### config.mk
export PLATFORM = sky130hd
export DESIGN_NAME = preamble_checksum_frame_receiver_unit
export DESIGN_NICKNAME = d
export VERILOG_FILES = /design/src/hdl/pcfr_pkg.sv /design/src/hdl/pcfr_regs.sv /design/src/hdl/pcfr_framer.sv /design/src/hdl/pcfr_out_stage.sv /design/src/hdl/preamble_checksum_frame_receiver_unit.sv
export SDC_FILE = /design/constraint.sdc
export NUM_CORES = 1
export LEC_CHECK = 0
export BUFFER_PORTS_ARGS = -buffer_cell sky130_fd_sc_hd__buf_2
export CELL_PAD_IN_SITES_DETAIL_PLACEMENT = 0
export CELL_PAD_IN_SITES_GLOBAL_PLACEMENT = 2
export CORE_MARGIN = 2
export CORE_UTILIZATION = 30
export CTS_BUF_LIST = sky130_fd_sc_hd__clkbuf_4 sky130_fd_sc_hd__clkbuf_8
export CTS_CLUSTER_SIZE = 25
export DETAILED_ROUTE_END_ITERATION = 7
export MAX_ROUTING_LAYER = met4
export PLACE_DENSITY_LB_ADDON = 0.15
export SKIP_CTS_REPAIR_TIMING = 1
export SYNTH_ARGS = -nofsm -noshare
export SYNTH_HDL_FRONTEND = slang
export SYNTH_HIERARCHICAL = 1
export SYNTH_SLANG_ARGS = --single-unit
### constraint.sdc
create_clock -name clk -period 2.45 [get_ports clk]
set_clock_uncertainty 0.05 [all_clocks]
set_input_delay 0.735 -clock clk [delete_from_list [all_inputs] [get_ports clk]]
set_output_delay 0.735 -clock clk [all_outputs]
set_load 0.01 [all_outputs]
### src/hdl/pcfr_pkg.sv
package pcfr_pkg;

  // Field widths fixed by the beat format.
  localparam int unsigned BYTE_W     = 8;
  localparam int unsigned PRE_LEN_W  = 4;
  localparam int unsigned EVENT_W    = 2;
  localparam int unsigned OUT_DATA_W = 8;

  // Default payload length of one frame.
  localparam int unsigned PACKET_BYTES_DEF = 8;

  // Register file geometry.
  localparam int unsigned CFG_DATA_W = 32;
  localparam int unsigned CFG_ADDR_W = 4;

  // Register indexes, taken from paddr[3:2].
  localparam logic [1:0] REG_PRE_VALUE  = 2'd0;
  localparam logic [1:0] REG_PRE_LENGTH = 2'd1;
  localparam logic [1:0] REG_CMD_FIRST  = 2'd2;
  localparam logic [1:0] REG_CMD_SECOND = 2'd3;

  // Reset values of the registers.
  localparam logic [BYTE_W-1:0]    PRE_VALUE_RST  = 8'h55;
  localparam logic [PRE_LEN_W-1:0] PRE_LENGTH_RST = 4'd4;
  localparam logic [BYTE_W-1:0]    CMD_FIRST_RST  = 8'h14;
  localparam logic [BYTE_W-1:0]    CMD_SECOND_RST = 8'h22;

  // Event reported with a good frame.
  typedef enum logic [EVENT_W-1:0] {
    EV_NONE   = 2'd0,
    EV_FIRST  = 2'd1,
    EV_SECOND = 2'd2
  } event_code_t;

  // Configuration seen by the framer.
  typedef struct packed {
    logic [BYTE_W-1:0]    pre_value;
    logic [PRE_LEN_W-1:0] pre_length;
    logic [BYTE_W-1:0]    cmd_first;
    logic [BYTE_W-1:0]    cmd_second;
  } cfg_t;

  // Result of one received byte.
  typedef struct packed {
    event_code_t event_code;
    logic        checksum_ok;
    logic        frame_done;
  } result_t;

endpackage

### src/hdl/pcfr_regs.sv
module pcfr_regs
  import pcfr_pkg::*;
(
  input  logic                  clk,
  input  logic                  rst_n,
  input  logic                  cfg_psel,
  input  logic                  cfg_penable,
  input  logic                  cfg_pwrite,
  input  logic [CFG_ADDR_W-1:0] cfg_paddr,
  input  logic [CFG_DATA_W-1:0] cfg_pwdata,
  output logic [CFG_DATA_W-1:0] cfg_prdata,
  output logic                  cfg_pready,
  output cfg_t                  cfg
);

  cfg_t       cfg_r;
  logic       wr_en;
  logic [1:0] reg_idx;

  assign cfg_pready = 1'b1;
  assign wr_en      = cfg_psel & cfg_penable & cfg_pwrite & cfg_pready;
  assign reg_idx    = cfg_paddr[3:2];
  assign cfg        = cfg_r;

  // Register writes on the access cycle.
  always_ff @(posedge clk) begin
    if (!rst_n) begin
      cfg_r.pre_value  <= PRE_VALUE_RST;
      cfg_r.pre_length <= PRE_LENGTH_RST;
      cfg_r.cmd_first  <= CMD_FIRST_RST;
      cfg_r.cmd_second <= CMD_SECOND_RST;
    end else if (wr_en) begin
      unique case (reg_idx)
        REG_PRE_VALUE:  cfg_r.pre_value  <= cfg_pwdata[BYTE_W-1:0];
        REG_PRE_LENGTH: cfg_r.pre_length <= cfg_pwdata[PRE_LEN_W-1:0];
        REG_CMD_FIRST:  cfg_r.cmd_first  <= cfg_pwdata[BYTE_W-1:0];
        REG_CMD_SECOND: cfg_r.cmd_second <= cfg_pwdata[BYTE_W-1:0];
        default:        cfg_r            <= cfg_r;
      endcase
    end
  end

  // Read-back mux.
  always_comb begin
    unique case (reg_idx)
      REG_PRE_VALUE:  cfg_prdata = {{(CFG_DATA_W-BYTE_W){1'b0}}, cfg_r.pre_value};
      REG_PRE_LENGTH: cfg_prdata = {{(CFG_DATA_W-PRE_LEN_W){1'b0}}, cfg_r.pre_length};
      REG_CMD_FIRST:  cfg_prdata = {{(CFG_DATA_W-BYTE_W){1'b0}}, cfg_r.cmd_first};
      REG_CMD_SECOND: cfg_prdata = {{(CFG_DATA_W-BYTE_W){1'b0}}, cfg_r.cmd_second};
      default:        cfg_prdata = '0;
    endcase
  end

endmodule

### src/hdl/pcfr_framer.sv
module pcfr_framer
  import pcfr_pkg::*;
#(
  parameter int unsigned PACKET_BYTES = PACKET_BYTES_DEF
) (
  input  logic              clk,
  input  logic              rst_n,
  input  logic              accept,
  input  logic [BYTE_W-1:0] rx_byte,
  input  cfg_t              cfg,
  output result_t           result
);

  localparam int unsigned CNT_W = $clog2(PACKET_BYTES + 1);
  localparam int unsigned SUM_W = BYTE_W + CNT_W;
  localparam logic [CNT_W-1:0] LAST_IDX = CNT_W'(PACKET_BYTES - 1);

  typedef enum logic [1:0] {
    PH_HUNT    = 2'd0,
    PH_PAYLOAD = 2'd1,
    PH_CHECK   = 2'd2
  } phase_t;

  phase_t               phase_r, phase_nxt;
  logic [PRE_LEN_W-1:0] pre_cnt_r, pre_cnt_nxt;
  logic [CNT_W-1:0]     pay_cnt_r, pay_cnt_nxt;
  logic [SUM_W-1:0]     sum_r, sum_nxt;
  logic [BYTE_W-1:0]    first_byte_r;
  logic [PRE_LEN_W-1:0] pre_need;
  logic [PRE_LEN_W-1:0] pre_inc;
  logic                 sum_match;

  // A zero preamble length behaves as one.
  assign pre_need  = (cfg.pre_length == '0) ? PRE_LEN_W'(1) : cfg.pre_length;
  assign pre_inc   = pre_cnt_r + PRE_LEN_W'(1);
  assign sum_match = (sum_r == SUM_W'(rx_byte));

  // Next state and the result of this byte.
  always_comb begin
    phase_nxt   = phase_r;
    pre_cnt_nxt = pre_cnt_r;
    pay_cnt_nxt = pay_cnt_r;
    sum_nxt     = sum_r;
    result      = '{event_code: EV_NONE, checksum_ok: 1'b0, frame_done: 1'b0};
    unique case (phase_r)
      PH_PAYLOAD: begin
        sum_nxt     = sum_r + SUM_W'(rx_byte);
        pay_cnt_nxt = pay_cnt_r + CNT_W'(1);
        if (pay_cnt_r == LAST_IDX) begin
          phase_nxt = PH_CHECK;
        end
      end
      PH_CHECK: begin
        result.frame_done = 1'b1;
        if (sum_match) begin
          result.checksum_ok = 1'b1;
          if (first_byte_r == cfg.cmd_first) begin
            result.event_code = EV_FIRST;
          end else if (first_byte_r == cfg.cmd_second) begin
            result.event_code = EV_SECOND;
          end
        end
        phase_nxt   = PH_HUNT;
        pre_cnt_nxt = '0;
        pay_cnt_nxt = '0;
        sum_nxt     = '0;
      end
      default: begin
        if (rx_byte == cfg.pre_value) begin
          pre_cnt_nxt = pre_inc;
          if (pre_inc >= pre_need) begin
            phase_nxt   = PH_PAYLOAD;
            pay_cnt_nxt = '0;
            sum_nxt     = '0;
          end
        end else begin
          phase_nxt   = PH_HUNT;
          pre_cnt_nxt = '0;
          pay_cnt_nxt = '0;
          sum_nxt     = '0;
        end
      end
    endcase
  end

  // Frame state advances once per accepted beat.
  always_ff @(posedge clk) begin
    if (!rst_n) begin
      phase_r   <= PH_HUNT;
      pre_cnt_r <= '0;
      pay_cnt_r <= '0;
      sum_r     <= '0;
    end else if (accept) begin
      phase_r   <= phase_nxt;
      pre_cnt_r <= pre_cnt_nxt;
      pay_cnt_r <= pay_cnt_nxt;
      sum_r     <= sum_nxt;
    end
  end

  // The first payload byte is kept for the command match.
  always_ff @(posedge clk) begin
    if (accept && phase_r == PH_PAYLOAD && pay_cnt_r == '0) begin
      first_byte_r <= rx_byte;
    end
  end

endmodule

### src/hdl/pcfr_out_stage.sv
module pcfr_out_stage
  import pcfr_pkg::*;
(
  input  logic                  clk,
  input  logic                  rst_n,
  input  logic                  load,
  input  result_t               result,
  output logic                  free,
  output logic                  out_tvalid,
  input  logic                  out_tready,
  output logic [OUT_DATA_W-1:0] out_tdata
);

  logic    valid_r;
  result_t data_r;

  // The stage can take a new result when empty or being drained.
  assign free       = !valid_r || out_tready;
  assign out_tvalid = valid_r;
  assign out_tdata  = {{(OUT_DATA_W-$bits(result_t)){1'b0}}, data_r};

  always_ff @(posedge clk) begin
    if (!rst_n) begin
      valid_r <= 1'b0;
    end else if (load) begin
      valid_r <= 1'b1;
    end else if (out_tready) begin
      valid_r <= 1'b0;
    end
  end

  always_ff @(posedge clk) begin
    if (load) begin
      data_r <= result;
    end
  end

endmodule

### src/hdl/preamble_checksum_frame_receiver_unit.sv
// Preamble-framed packet receiver: takes one received byte per input beat and
// returns one result beat for each. It hunts for a run of preamble bytes,
// collects PACKET_BYTES payload bytes, and checks the next byte against their
// plain sum; a good frame reports whether its first payload byte matches one of
// two command codes. Every byte is handled by the combinational framer logic
// and lands in a single output register, so a byte is accepted every cycle
// while the result side keeps up; in_tready drops only while that register
// holds a beat that is not being taken. The user must write registers over the
// APB port only while no beat is in flight; the block does not enforce this.
module preamble_checksum_frame_receiver_unit
  import pcfr_pkg::*;
#(
  parameter int unsigned PACKET_BYTES = PACKET_BYTES_DEF
) (
  input  logic                  clk,
  input  logic                  rst_n,
  // Received byte stream.
  input  logic                  in_tvalid,
  output logic                  in_tready,
  input  logic [BYTE_W-1:0]     in_tdata,   // [7:0] rx_byte
  // Result stream.
  output logic                  out_tvalid,
  input  logic                  out_tready,
  output logic [OUT_DATA_W-1:0] out_tdata,  // [0] frame_done, [1] checksum_ok,
                                            // [3:2] event_code, [7:4] zero
  // Register port.
  input  logic                  cfg_psel,
  input  logic                  cfg_penable,
  input  logic                  cfg_pwrite,
  input  logic [CFG_ADDR_W-1:0] cfg_paddr,
  input  logic [CFG_DATA_W-1:0] cfg_pwdata,
  output logic [CFG_DATA_W-1:0] cfg_prdata,
  output logic                  cfg_pready
);

  cfg_t    cfg;
  result_t result;
  logic    free;
  logic    accept;

  assign in_tready = free;
  assign accept    = in_tvalid & free;

  pcfr_regs u_regs (
    .clk         (clk),
    .rst_n       (rst_n),
    .cfg_psel    (cfg_psel),
    .cfg_penable (cfg_penable),
    .cfg_pwrite  (cfg_pwrite),
    .cfg_paddr   (cfg_paddr),
    .cfg_pwdata  (cfg_pwdata),
    .cfg_prdata  (cfg_prdata),
    .cfg_pready  (cfg_pready),
    .cfg         (cfg)
  );

  pcfr_framer #(
    .PACKET_BYTES (PACKET_BYTES)
  ) u_framer (
    .clk     (clk),
    .rst_n   (rst_n),
    .accept  (accept),
    .rx_byte (in_tdata),
    .cfg     (cfg),
    .result  (result)
  );

  pcfr_out_stage u_out (
    .clk        (clk),
    .rst_n      (rst_n),
    .load       (accept),
    .result     (result),
    .free       (free),
    .out_tvalid (out_tvalid),
    .out_tready (out_tready),
    .out_tdata  (out_tdata)
  );

endmodule

== After elaboration in Yosys (flattened, before gate mapping) ==
Index checks and enable logic that the tools add are counted.

* Bits in registers: 63
* Latch bits: 0
* Bits in writable memories: 0
* Bits in read-only memories: 0
* Input port bits: 51
* Output and inout port bits: 43
* Word-level logic and storage cells: 73
* Memories kept: 0

* Add/sub/neg operators: 3
* $mul: 0
* Div/mod/pow operators: 0
* $lt $le $gt $ge: 1
* Equality and inequality tests: 12
* Shifts and indexed selects: 0
* Mux-type cells: 20
* Bitwise logic cells: 6
* Reduce and logical (&&, ||, !) cells: 17

{| class="wikitable"
|+ Operators with widths
! operator !! count
|-
| case mux 32 bit (4 select lines) || 1
|-
| == test 8 bit || 3
|-
| two-way mux 12 bit || 2
|-
| case mux 12 bit (2 select lines) || 1
|-
| two-way mux 4 bit || 4
|-
| case mux 4 bit (2 select lines) || 2
|-
| AND reduction 2 bit || 7
|-
| adder 12 x 8 -> 12 bit || 1
|-
| == test 12 x 8 -> 1 bit || 1
|-
| adder 4 x 1 -> 4 bit, second input constant || 2
|-
| zero test 4 bit || 2
|-
| two-way mux 2 bit || 4
|-
| == test 2 bit, second input constant || 3
|-
| two-way mux 1 bit || 5
|-
| == test 2 x 1 -> 1 bit, second input constant || 2
|-
| == test 4 x 3 -> 1 bit, second input constant || 1
|-
| greater-or-equal comparator 4 bit || 1
|-
| inequality test 4 bit, second input constant || 1
|-
| case mux 2 bit (2 select lines) || 1
|-
| bitwise AND 1 bit || 3
|-
| inverter 1 bit || 3
|-
| AND reduction 3 bit || 1
|-
| OR reduction 3 bit || 1
|-
| logical AND 1 bit || 2
|-
| 5 further kinds || 5
|}

== Logic depth before layout (Yosys ltp) ==
Gate-level depths: netlist (run 1).

* Depth in word-level cells: 6
* Mapped depth: 10
* Depth with buffers taken out: 9

== By module ==
The synthesis (run 1) kept the hierarchy.

{| class="wikitable"
|+ By module, submodules not included
! module !! times used !! cells each !! area each (um^2) !! sequential area each (um^2)
|-
| pcfr_framer || 1 || 220 || 2020.7 || 680.7
|-
| pcfr_regs || 1 || 157 || 1525.2 || 560.5
|-
| pcfr_out_stage || 1 || 13 || 202.7 || 140.1
|-
| preamble_checksum_frame_receiver_unit || 1 || 1 || 6.3 || 0.0
|}

== Worst setup path before layout (run 1) ==
No wires, ideal clock.

* Kind: reg-to-reg
* Start: register u_regs.cfg_r (netlist bit u_regs/cfg[18])
* End: register u_framer.sum_r[4]
* Library setup time: 0.115 ns
* Data arrival time: 2.397 ns
* Data required time: 2.285 ns
* Path slack: -0.112 ns
* Cell stages (with the launch flop): 10
* Buffers on the path: 0
* Clock period less this slack: 2.562 ns
* Path through: dfxtp_1 -> inv_1 -> a31o_2 -> ha_1 -> nand2b_1 -> a2111o_1 -> a2111oi_4 -> nor2_1 -> and3_1 -> o21a_1

* Longest elaborated chain between the ends: 5

{| class="wikitable"
|+ RTL lines
! what !! line !! text
|-
| from (decl) || pcfr_regs.sv:16 || <nowiki>cfg_t cfg_r;</nowiki>
|-
| from (signal assigned) || pcfr_regs.sv:38 || <nowiki>default: cfg_r <= cfg_r;</nowiki>
|-
| zero test 4 bit || pcfr_framer.sv:34 || <nowiki>assign pre_need = (cfg.pre_length == '0) ? PRE_LEN_W'(1) : cfg.pre_length;</nowiki>
|-
| two-way mux 4 bit (*) || pcfr_framer.sv:34 ||
|-
| greater-or-equal comparator 4 bit (*) || pcfr_framer.sv:71 || <nowiki>if (pre_inc >= pre_need) begin</nowiki>
|-
| inequality test 4 bit (no source line) (*) || -- ||
|-
| AND reduction 2 bit (no source line) (*) || -- ||
|-
| to (signal assigned) || pcfr_framer.sv:97 || <nowiki>sum_r <= sum_nxt;</nowiki>
|-
| to (decl) || pcfr_framer.sv:27 || <nowiki>logic [SUM_W-1:0] sum_r, sum_nxt;</nowiki>
|}

Mark *: on every way between the ends. The rest lies on a longest branch, timed or not.
A chain may end at the register's enable or synchronous reset.

== Final worst setup path (run 1) ==
* Start: register u_regs.cfg_r (netlist bit u_regs/cfg[17])
* End: register u_framer.sum_r[8]

The elaborated chain is that of the path after synthesis.

==> impl_metrics.py, run 1 <==
metrics = {
    "run_status": {
        "status": "finished, violations left",
        "violations": "setup timing",
    },
    "route": {
        "ant_nets": 0,
        "top_layer_used": "met4",
        "vias": 2883,
        "drc": 0,
        "met1_length_um": 4916,
        "via_per_inst": 4.449,
        "drt-total-wl_um": 9550,
        "first_pass_iters": 4,
        "first_iter_violations": 136,
        "route.met2.wl_um": 4185,
        "drt-wirelength-per-cell_um": 14.74,
        "met3WireLength_um": 282,
    },
    "synthesis": {
        "synthesis.instances": 391,
        "synthAdderAreaFrac_pct": 6.198,
        "syn-cell-area_sq_mm": 0.003755,
        "ys.warnings.count": 6,
        "synth_compound_area_share_pct": 10.06,
        "synth-xor-area-share_pct": 8.397,
        "synth_edf_count": 12,
        "syn_area_per_cell_sq_um": 9.603,
        "yosys.area_share.simple_pct": 18.53,
        "ys_seq_area_share_pct": 36.79,
        "synth_seq_cells": 63,
        "synthFlopType": "dfxtp_1",
        "synth_top_family_by_area": "simple AND/OR/NAND/NOR gates",
        "yosysUniqueCellTypes": 61,
        "async_reset_ff_share_pct": 0,
        "synth_mux_area_share_pct": 9.730,
    },
    "layout": {
        "antenna_cells": 0,
        "final_area_sq_mm": 0.004592,
        "fillers": 1301,
        "final_layout_size_suffix_gt1_share_pct": 28.96,
        "syn_to_final_growth_pct": 22.29,
        "most-common-layout-cells": "51 x buf_4, 48 x dfxtp_1, 45 x nand2_1, 36 x buf_2, 33 x xnor2_1",
        "layout_commonest_cell": "buf_4",
        "layout.nets": 545,
    },
    "run": {
        "cap_violations": 0,
    },
    "setup_path": {
        "critPathArrivalTime_ns": 2.74,
        "worstSetupEndpointType": "flop",
        "r2r_cells": 10,
        "critical_path_class": "reg2reg",
        "critPathMaxFanout": 4,
        "critical_path_required_ns": 2.64,
        "startpoint_type": "flop",
    },
    "cts": {
        "htreeDepth": 3,
        "insertion_delay_ns": 0.35,
        "cts_root_buffer": "clkbuf_8",
        "numCtsBuffers": 9,
        "clk_pin_slew_worst_paths_ns": 0.07,
        "clkSinkCount": 63,
        "clockBufferDepth": 2,
        "cts_tree": "yes",
    },
    "placement": {
        "dp_worst_setup_slack_ns": -0.2890,
        "placed_area_sq_mm": 0.004354,
        "gp_congestion": 0.7818,
        "portBuffers": 38,
        "dpl.hpwl_um": 7340,
    },
    "floorplan": {
        "core_sq_mm": 0.01211,
        "die_w_um": 115.9,
        "io_pins": 94,
        "die_h_um": 115.9,
        "die_area_sq_mm": 0.01343,
        "start_util_pct": 31.00,
        "num_rows": 40,
    },
    "grt": {
        "overflow": 0,
        "grt_usage_pct": 15.68,
        "grt_max_degree": 26,
        "grt_pass1_wl_um": 15100,
        "antenna_found_initial": 0,
        "grt_pass1_vias": 2826,
    },
    "timing": {
        "finalHoldViolCount": 0,
        "setup-violations-final": 13,
        "fin_crit_sh_pct": 104.2,
        "fmax_mhz": 391.6,
        "rsz0062_at_grt": "true",
        "maxSlewViolCount": 0,
        "fin_ws_ns": -0.1034,
        "hold_ws_ns": 0.4066,
        "period_needed_ns": 2.553,
    },
    "pwr": {
        "power_density_mw_per_mm2": 478.4,
        "peakVddDrop_uv": 199.4,
        "p_int_mw": 1.628,
        "p_sw_uw": 568.7,
        "sequentialPowerShare_pct": 49.2,
        "p_clk_share_pct": 37.9,
        "leakagePower_nw": 1.932,
        "swShare_pct": 25.89,
        "power_frac_comb_pct": 12.9,
    },
    "min_path": {
        "hold_class": "reg2reg",
        "whs_path_depth": 2,
    },
}
[worst max-delay path, cell delays in order (launching register included)]
cell	delay, ns
dfxtp_2	0.34
inv_2	0.04
a31o_4	0.24
ha_4	0.20
nand2b_4	0.13
a2111o_1	0.47
a2111oi_4	0.37
buf_4	0.20
and4b_1	0.20
xnor2_1	0.16
nor2_1	0.05
[final timing paths]
kind                                                      from  slack, ns                        endpoint
worst min-delay path            u_framer/sum_r[2]$_SDFFE_PN0P_       0.41  u_framer/sum_r[2]$_SDFFE_PN0P_
worst min register to register  u_framer/sum_r[2]$_SDFFE_PN0P_       0.41  u_framer/sum_r[2]$_SDFFE_PN0P_
worst max-delay path               u_regs/cfg[17]$_SDFFE_PN0P_      -0.10  u_framer/sum_r[8]$_SDFFE_PN0P_
worst max register to register     u_regs/cfg[17]$_SDFFE_PN0P_      -0.10  u_framer/sum_r[8]$_SDFFE_PN0P_
[stage by stage]
step	power (mW)	utilization, %	std cells	setup TNS (ns)
CTS	2.233	37.38	648	-2.067
global route	2.308	37.91	648	-2.633
detailed placement	1.385	35.95	633	-2.604
finish	2.197	37.91	648	-0.5424
floorplan	1.293	-	417	-0.2485
global placement	1.385	35.95	633	-2.829
[registers in the layout, indices dropped and copies added (netlist names)]
name	flops
u_framer/sum_r	12
u_framer/pre_cnt_r	4
u_framer/phase_r	2
u_out/out_tvalid	1
u_framer/pay_cnt_r	4
u_framer/first_byte_r	8
u_out/out_tdata	4
u_regs/cfg	28
[routing by layer]
layer  global-route usage (%)  vias up
li1                         -     1467
met4                    5.952        0
met2                    23.82       58
met1                    20.84     1345
met5                        -        -
met3                    2.824       13
[kinds of logic after synthesis]
kind of cell               after synthesis
AOI/OAI and AO/OA                       51
xor gates and xnor gates                36
adders and majority gates               18
buffers and inverters                   61
DFF                                     63
muxes                                   31
other                                    3
and+or+nand+nor                        128
[synth_stat cells (5+ instances only)]
cell,instances,area (sq um)
nor2_1,15,56.30
nand4_1,8,50.05
o21ai_0,7,35.03
nand3_1,9,45.04
xnor2_1,33,289.0
nor2b_1,11,68.82
nand2_1,45,168.9
nor3_1,6,30.03
buf_4,30,225.2
o21a_1,5,37.54
inv_1,20,75.07
mux2i_1,23,230.2
o211ai_1,5,37.54
a21oi_1,10,50.05
dfxtp_1,51,1021
edfxtp_1,12,360.4
ha_1,17,212.7
[cell type report]
cell class / count / area, sq um / share of cell area (%)
well taps: 168 / 210.2 / 4.578
flip-flops and latches: 63 / 1385 / 30.16
repair buffers: 89 / 590.6 / 12.86
multi-input cells: 293 / 2158 / 47.00
clock buffers: 14 / 167.7 / 3.651
clock inverters: 1 / 5.005 / 0.1090
inverters: 20 / 75.07 / 1.635
[power by group through the flow]
stage               clock, mW  combinational, mW  sequential, mW
floorplan                   0              0.190            1.10
finish                  0.832              0.284            1.08
detailed placement          0              0.281            1.10
CTS                     0.869              0.283            1.08
global route            0.910              0.316            1.08
global placement            0              0.281            1.10
(Power assumes the default switching activity.)
==> run 2, diff against run 1 <==
--- a/config.mk
+++ b/config.mk
@@ -13,6 +13,7 @@
 export CTS_BUF_LIST = sky130_fd_sc_hd__clkbuf_4 sky130_fd_sc_hd__clkbuf_8
 export CTS_CLUSTER_SIZE = 25
 export DETAILED_ROUTE_END_ITERATION = 7
+export HOLD_SLACK_MARGIN = 0.06
 export MAX_ROUTING_LAYER = met4
 export PLACE_DENSITY_LB_ADDON = 0.15
 export SKIP_CTS_REPAIR_TIMING = 1
==> constraint.sdc (replaced) <==
create_clock -name clk -period 2.3 [get_ports clk]
set_clock_uncertainty 0.05 [all_clocks]
set_input_delay 0.69 -clock clk [delete_from_list [all_inputs] [get_ports clk]]
set_output_delay 0.69 -clock clk [all_outputs]
set_load 0.01 [all_outputs]
==> run 2 against run 1 <==
The run still ends with setup timing left. Count of clock-buffer cells in the layout shrank 2. Clock power is 24% higher. Final cell count is 0.46% higher. Combinational power increased by 12%. Hold slack gained 0.0057 ns. Via count rose by 2.6%. Die area did not move. Cell area grew 2.8%. Sequential cell count unchanged. Register-to-register slack worse by 0.10 ns. Critical path type unchanged. Largest cell class unchanged.
==> impl_metrics.py, run 2 (synthesized netlist as in run 1, its figures left out) <==
metrics = {
    "floorplan": {
        "num_rows": 40,
        "die_area_sq_mm": 0.01343,
        "io_pins": 94,
        "start_util_pct": 31.00,
        "core_sq_mm": 0.01211,
        "die_w_um": 115.9,
        "die_h_um": 115.9,
    },
    "cts": {
        "htreeDepth": 3,
        "clockBufferDepth": 2,
        "numCtsBuffers": 9,
        "cts_tree": "yes",
        "clk_pin_slew_worst_paths_ns": 0.08,
        "insertion_delay_ns": 0.36,
        "clkSinkCount": 63,
        "cts_root_buffer": "clkbuf_8",
    },
    "route": {
        "drc": 0,
        "ant_nets": 0,
        "first_iter_violations": 151,
        "first_pass_iters": 4,
        "vias": 2958,
        "drt-wirelength-per-cell_um": 15.13,
        "drt-total-wl_um": 9852,
        "via_per_inst": 4.544,
    },
    "timing": {
        "fin_ws_ns": -0.2043,
        "maxSlewViolCount": 0,
        "fmax_mhz": 399.3,
        "period_needed_ns": 2.504,
        "finalHoldViolCount": 0,
        "rsz0062_at_grt": "true",
        "fin_crit_sh_pct": 108.9,
        "fin_tns_setup_ns": -2.943,
        "setup-violations-final": 17,
    },
    "layout": {
        "most-common-layout-cells": "49 x buf_4, 46 x dfxtp_1, 43 x nand2_1, 36 x buf_2, 32 x xnor2_1",
        "final_cells": 651,
        "post-route-util_pct": 38.98,
        "final_area_sq_mm": 0.004721,
        "antenna_cells": 0,
        "seqCellArea_sq_mm": 0.001388,
        "layout_commonest_cell": "buf_4",
        "largest_reg_flops": 28,
        "layout.nets": 547,
        "fillers": 1288,
        "multiInputGateArea_sq_mm": 0.002211,
        "syn_to_final_growth_pct": 25.72,
        "final_layout_size_suffix_gt1_share_pct": 31.47,
    },
    "grt": {
        "antenna_found_initial": 0,
        "overflow": 0,
        "grt_max_degree": 39,
        "grt_usage_pct": 16.28,
        "grt_pass1_vias": 2826,
        "grt_pass1_wl_um": 15590,
    },
    "run_status": {
        "status": "finished, violations left",
        "violations": "setup timing",
    },
    "setup_path": {
        "startpoint_type": "flop",
        "critical_path_required_ns": 2.51,
        "worstSetupEndpointType": "flop",
        "reg2reg_to": "u_framer/sum_r[6]$_SDFFE_PN0P_",
        "critical_path_class": "reg2reg",
        "r2r_setup_slack_ns": -0.20,
        "slowest_stage": "a2111o_1",
        "r2r_start": "u_regs/cfg[18]$_SDFFE_PN1P_",
        "crit_path_cell_trace": "inv_2 -> a31o_4 -> ha_4 -> nand2b_4 -> a2111o_1 -> a2111oi_4 -> buf_6 -> or2b_4 -> buf_6 -> nand3_1 -> o31ai_1",
        "critPathArrivalTime_ns": 2.71,
        "critPathTopFamily": "compound AO/OA/AOI/OAI gates",
        "r2r_cells": 11,
        "crit_buf_inv": 3,
        "slowest_delay_ns": 0.47,
        "cpMostUsedCell": "buf_6",
        "critPathMaxFanout": 7,
    },
    "placement": {
        "gp_congestion": 0.7548,
        "placed_area_sq_mm": 0.004359,
        "dp_worst_setup_slack_ns": -0.3326,
        "dpl.hpwl_um": 7485,
        "placedCellCount": 632,
        "portBuffers": 38,
    },
    "min_path": {
        "hold_end": "u_framer/sum_r[3]$_SDFFE_PN0P_",
        "whs_path_depth": 2,
        "hold_class": "reg2reg",
        "min-delay-start": "u_framer/sum_r[3]$_SDFFE_PN0P_",
    },
    "pwr": {
        "power_density_mw_per_mm2": 529.5,
        "leakagePower_nw": 1.974,
        "peakVddDrop_uv": 200.6,
    },
    "run": {
        "cap_violations": 0,
    },
}
-- run 2: how the worst max path moves through the flow --
| stage | slack, ns | cells after the start | to | start |
|---|---|---|---|---|
| 2_1_floorplan | -0.22 | 9 | u_framer/sum_r[4]$_SDFFE_PN0P_ | u_regs/cfg[17]$_SDFFE_PN0P_ |
| 3_3_place_gp | -0.31 | 10 | u_framer/pay_cnt_r[3]$_SDFFE_PN0P_ | in_tdata[2] |
| 3_5_place_dp | -0.33 | 10 | u_framer/pay_cnt_r[3]$_SDFFE_PN0P_ | in_tdata[2] |
| 4_1_cts | -0.34 | 11 | u_framer/pay_cnt_r[3]$_SDFFE_PN0P_ | u_framer/pre_cnt_r[1]$_SDFFE_PN0P_ |
| 5_1_grt | -0.31 | 11 | u_framer/sum_r[2]$_SDFFE_PN0P_ | u_regs/cfg[18]$_SDFFE_PN1P_ |
| 6_report | -0.20 | 11 | u_framer/sum_r[6]$_SDFFE_PN0P_ | u_regs/cfg[18]$_SDFFE_PN1P_ |
-- run 2: area by class of cell --
type | count | area share [%]
flip-flops and latches | 63 | 29.39
inverters | 20 | 1.590
multi-input cells | 293 | 46.83
clock inverters | 4 | 0.9541
repair buffers | 91 | 13.41
well taps | 168 | 4.453
clock buffers | 12 | 3.366
-- run 2: report_power, final --
group	internal, mW	leakage (nW)	switching (mW)
logic	0.144	1.34	0.176
registers	1.14	0.526	0.0136
clock network	0.567	0.110	0.462
-- run 2: metal layers --
layer / track usage, % / part of all wire, % / vias to the layer above
met5: - / 0 / -
met4: 6.905 / 1.6 / 0
met3: 2.929 / 3.1 / 12
met2: 23.74 / 45 / 69
met1: 22.12 / 50 / 1397
li1: - / - / 1480
-- run 2: metrics by stage --
stage | hold slack [ns] | power (mW)
after floorplan | 0.3845 | 1.377
after global placement | 0.3943 | 1.478
after detailed placement | 0.4056 | 1.478
after CTS | 0.4135 | 2.525
after global routing | 0.4287 | 2.630
final | 0.4123 | 2.500
-- run 2: worst reg2reg max path: stages, from the launching register on --
cell and delay, ns:
dfxtp_2 0.35, inv_2 0.05, a31o_4 0.23, ha_4 0.20, nand2b_4 0.13, a2111o_1 0.47
a2111oi_4 0.33, buf_6 0.18, or2b_4 0.15, buf_6 0.13, nand3_1 0.08, o31ai_1 0.07
==> run 3, diff against run 2 <==
--- a/config.mk
+++ b/config.mk
@@ -10,7 +10,7 @@
 export CELL_PAD_IN_SITES_GLOBAL_PLACEMENT = 2
 export CORE_MARGIN = 2
 export CORE_UTILIZATION = 30
-export CTS_BUF_LIST = sky130_fd_sc_hd__clkbuf_4 sky130_fd_sc_hd__clkbuf_8
+export CTS_BUF_LIST = sky130_fd_sc_hd__clkbuf_8
 export CTS_CLUSTER_SIZE = 25
 export DETAILED_ROUTE_END_ITERATION = 7
 export HOLD_SLACK_MARGIN = 0.06
==> run 3 against run 2 <==
The flow still finishes with violations (setup timing). Largest power group unchanged. Largest cell class unchanged. Sequential power barely moved. Highest routed layer unchanged. Sequential cell count did not move. Combinational power barely moved. Global-route usage did not move. Hold slack barely moved. Die area did not move. Total power fell by 0.68%. Fmax barely moved. Critical path type unchanged. Critical endpoint unchanged. Register-to-register slack barely moved.
==> impl_metrics.py, run 3 (synthesized netlist as in run 1, its figures left out) <==
metrics = {
    "placement": {
        "portBuffers": 38,
        "placedCellCount": 632,
        "dpl.hpwl_um": 7485,
        "dp_worst_setup_slack_ns": -0.3326,
        "gp_congestion": 0.7548,
    },
    "grt": {
        "grt_usage_pct": 16.28,
        "overflow": 0,
        "use_met2_pct": 23.74,
        "antenna_found_initial": 0,
        "grt_util_met3_pct": 2.929,
        "grt_pass1_wl_um": 15590,
        "grt_busiest_layer": "met2",
        "grt_pass1_vias": 2826,
        "grt_max_degree": 39,
        "use_met1_pct": 22.12,
    },
    "pwr": {
        "p_clk_share_pct": 40.8,
        "leakagePower_nw": 1.975,
        "p_sw_uw": 650.5,
        "peakVddDrop_uv": 199.1,
        "power_density_mw_per_mm2": 526.3,
        "power_mw": 2.483,
        "power_frac_comb_pct": 12.8,
        "sequentialPowerShare_pct": 46.4,
        "swShare_pct": 26.20,
        "p_int_mw": 1.832,
    },
    "floorplan": {
        "die_h_um": 115.9,
        "die_area_sq_mm": 0.01343,
        "die_w_um": 115.9,
        "core_sq_mm": 0.01211,
        "start_util_pct": 31.00,
        "num_rows": 40,
        "io_pins": 94,
    },
    "layout": {
        "layout.nets": 547,
        "antenna_cells": 0,
        "syn_to_final_growth_pct": 25.62,
        "fillers": 1290,
        "layout_commonest_cell": "buf_4",
        "final_cells": 651,
        "most-common-layout-cells": "49 x buf_4, 46 x dfxtp_1, 43 x nand2_1, 36 x buf_2, 32 x xnor2_1",
        "largest_reg_flops": 28,
        "final_layout_size_suffix_gt1_share_pct": 31.26,
    },
    "setup_path": {
        "critPathArrivalTime_ns": 2.71,
        "crit_path_cell_trace": "inv_2 -> a31o_4 -> ha_4 -> nand2b_4 -> a2111o_1 -> a2111oi_4 -> buf_6 -> or2b_4 -> buf_6 -> nand3_1 -> o31ai_1",
        "crit_start": "u_regs/cfg[18]$_SDFFE_PN1P_",
        "startpoint_type": "flop",
        "crit_buf_inv": 3,
        "critical_path_class": "reg2reg",
        "critPathTopFamily": "compound AO/OA/AOI/OAI gates",
        "r2r_start": "u_regs/cfg[18]$_SDFFE_PN1P_",
        "r2r_setup_slack_ns": -0.20,
        "critical_path_required_ns": 2.51,
        "slowest_delay_ns": 0.47,
        "cpMostUsedCell": "buf_6",
        "critPathMaxFanout": 7,
        "slowest_stage": "a2111o_1",
        "worstSetupEndpointType": "flop",
    },
    "run_status": {
        "status": "finished, violations left",
        "violations": "setup timing",
    },
    "route": {
        "drc": 0,
        "drt-wirelength-per-cell_um": 15.12,
        "first_pass_iters": 4,
        "ant_nets": 0,
        "drt-total-wl_um": 9844,
        "via_per_inst": 4.539,
        "first_iter_violations": 151,
        "vias": 2955,
    },
    "cts": {
        "cts_root_buffer": "clkbuf_8",
        "clkSinkCount": 63,
        "cts_tree": "yes",
        "numCtsBuffers": 9,
        "clk_pin_slew_worst_paths_ns": 0.08,
        "clockBufferDepth": 2,
        "htreeDepth": 3,
        "insertion_delay_ns": 0.36,
    },
    "timing": {
        "finalHoldViolCount": 0,
        "fin_crit_sh_pct": 108.8,
        "fin_tns_setup_ns": -2.922,
        "fin_ws_ns": -0.2031,
        "setup-violations-final": 17,
        "maxSlewViolCount": 0,
        "rsz0062_at_grt": "true",
        "fmax_mhz": 399.5,
        "period_needed_ns": 2.503,
    },
    "run": {
        "cap_violations": 0,
    },
    "min_path": {
        "min-delay-start": "u_framer/sum_r[3]$_SDFFE_PN0P_",
        "hold_class": "reg2reg",
    },
}
## run 3: per-stage QoR
step	utilization, %	hold WS [ns]	area (sq um)
floorplan	-	0.3845	3859
global placement	35.99	0.3943	4359
detailed placement	35.99	0.4056	4359
CTS	37.64	0.4135	4559
global route	38.95	0.4287	4717
finish	38.95	0.4123	4717
## run 3: power by group through the flow
stage | sequential, mW | combinational [mW] | clock [mW]
4_1_cts | 1.15 | 0.304 | 1.05
2_1_floorplan | 1.17 | 0.202 | 0
3_3_place_gp | 1.18 | 0.302 | 0
5_1_grt | 1.15 | 0.352 | 1.11
6_report | 1.15 | 0.319 | 1.01
3_5_place_dp | 1.18 | 0.302 | 0
## run 3: cell type report
cell class                 instances  area (sq um)  area share (%)
clock buffer                      11         151.4           3.210
inverter                          20         75.07           1.592
multi-input combinational        293          2211           46.87
tap                              168         210.2           4.456
timing repair buffer              91         633.1           13.42
clock inverter                     5         48.80           1.034
sequential                        63          1388           29.42
## run 3: path summary, 6_finish.rpt
path / end / cells past startpoint
min: u_framer/sum_r[3]$_SDFFE_PN0P_ / 2
max: u_framer/sum_r[6]$_SDFFE_PN0P_ / 11
max reg2reg: u_framer/sum_r[6]$_SDFFE_PN0P_ / 11
min reg2reg: u_framer/sum_r[3]$_SDFFE_PN0P_ / 2
## run 3: routing by layer
metal,vias to the layer above,part of all wire [%],wire length (um)
li1,1480,-,-
met1,1394,50,4970
met2,69,45,4400
met3,12,3.1,310
met4,0,1.6,162
met5,-,0,0
## run 3: worst reg2reg max path, delay by kind of cell (launching register included)
family                   cells  cell delay, ns
AO/OA/AOI/OAI                4            1.10
AND/OR/NAND/NOR              3            0.36
buffers and inverters        3            0.36
flip-flops                   1            0.35
adder cells (fa/ha/maj)      1            0.20
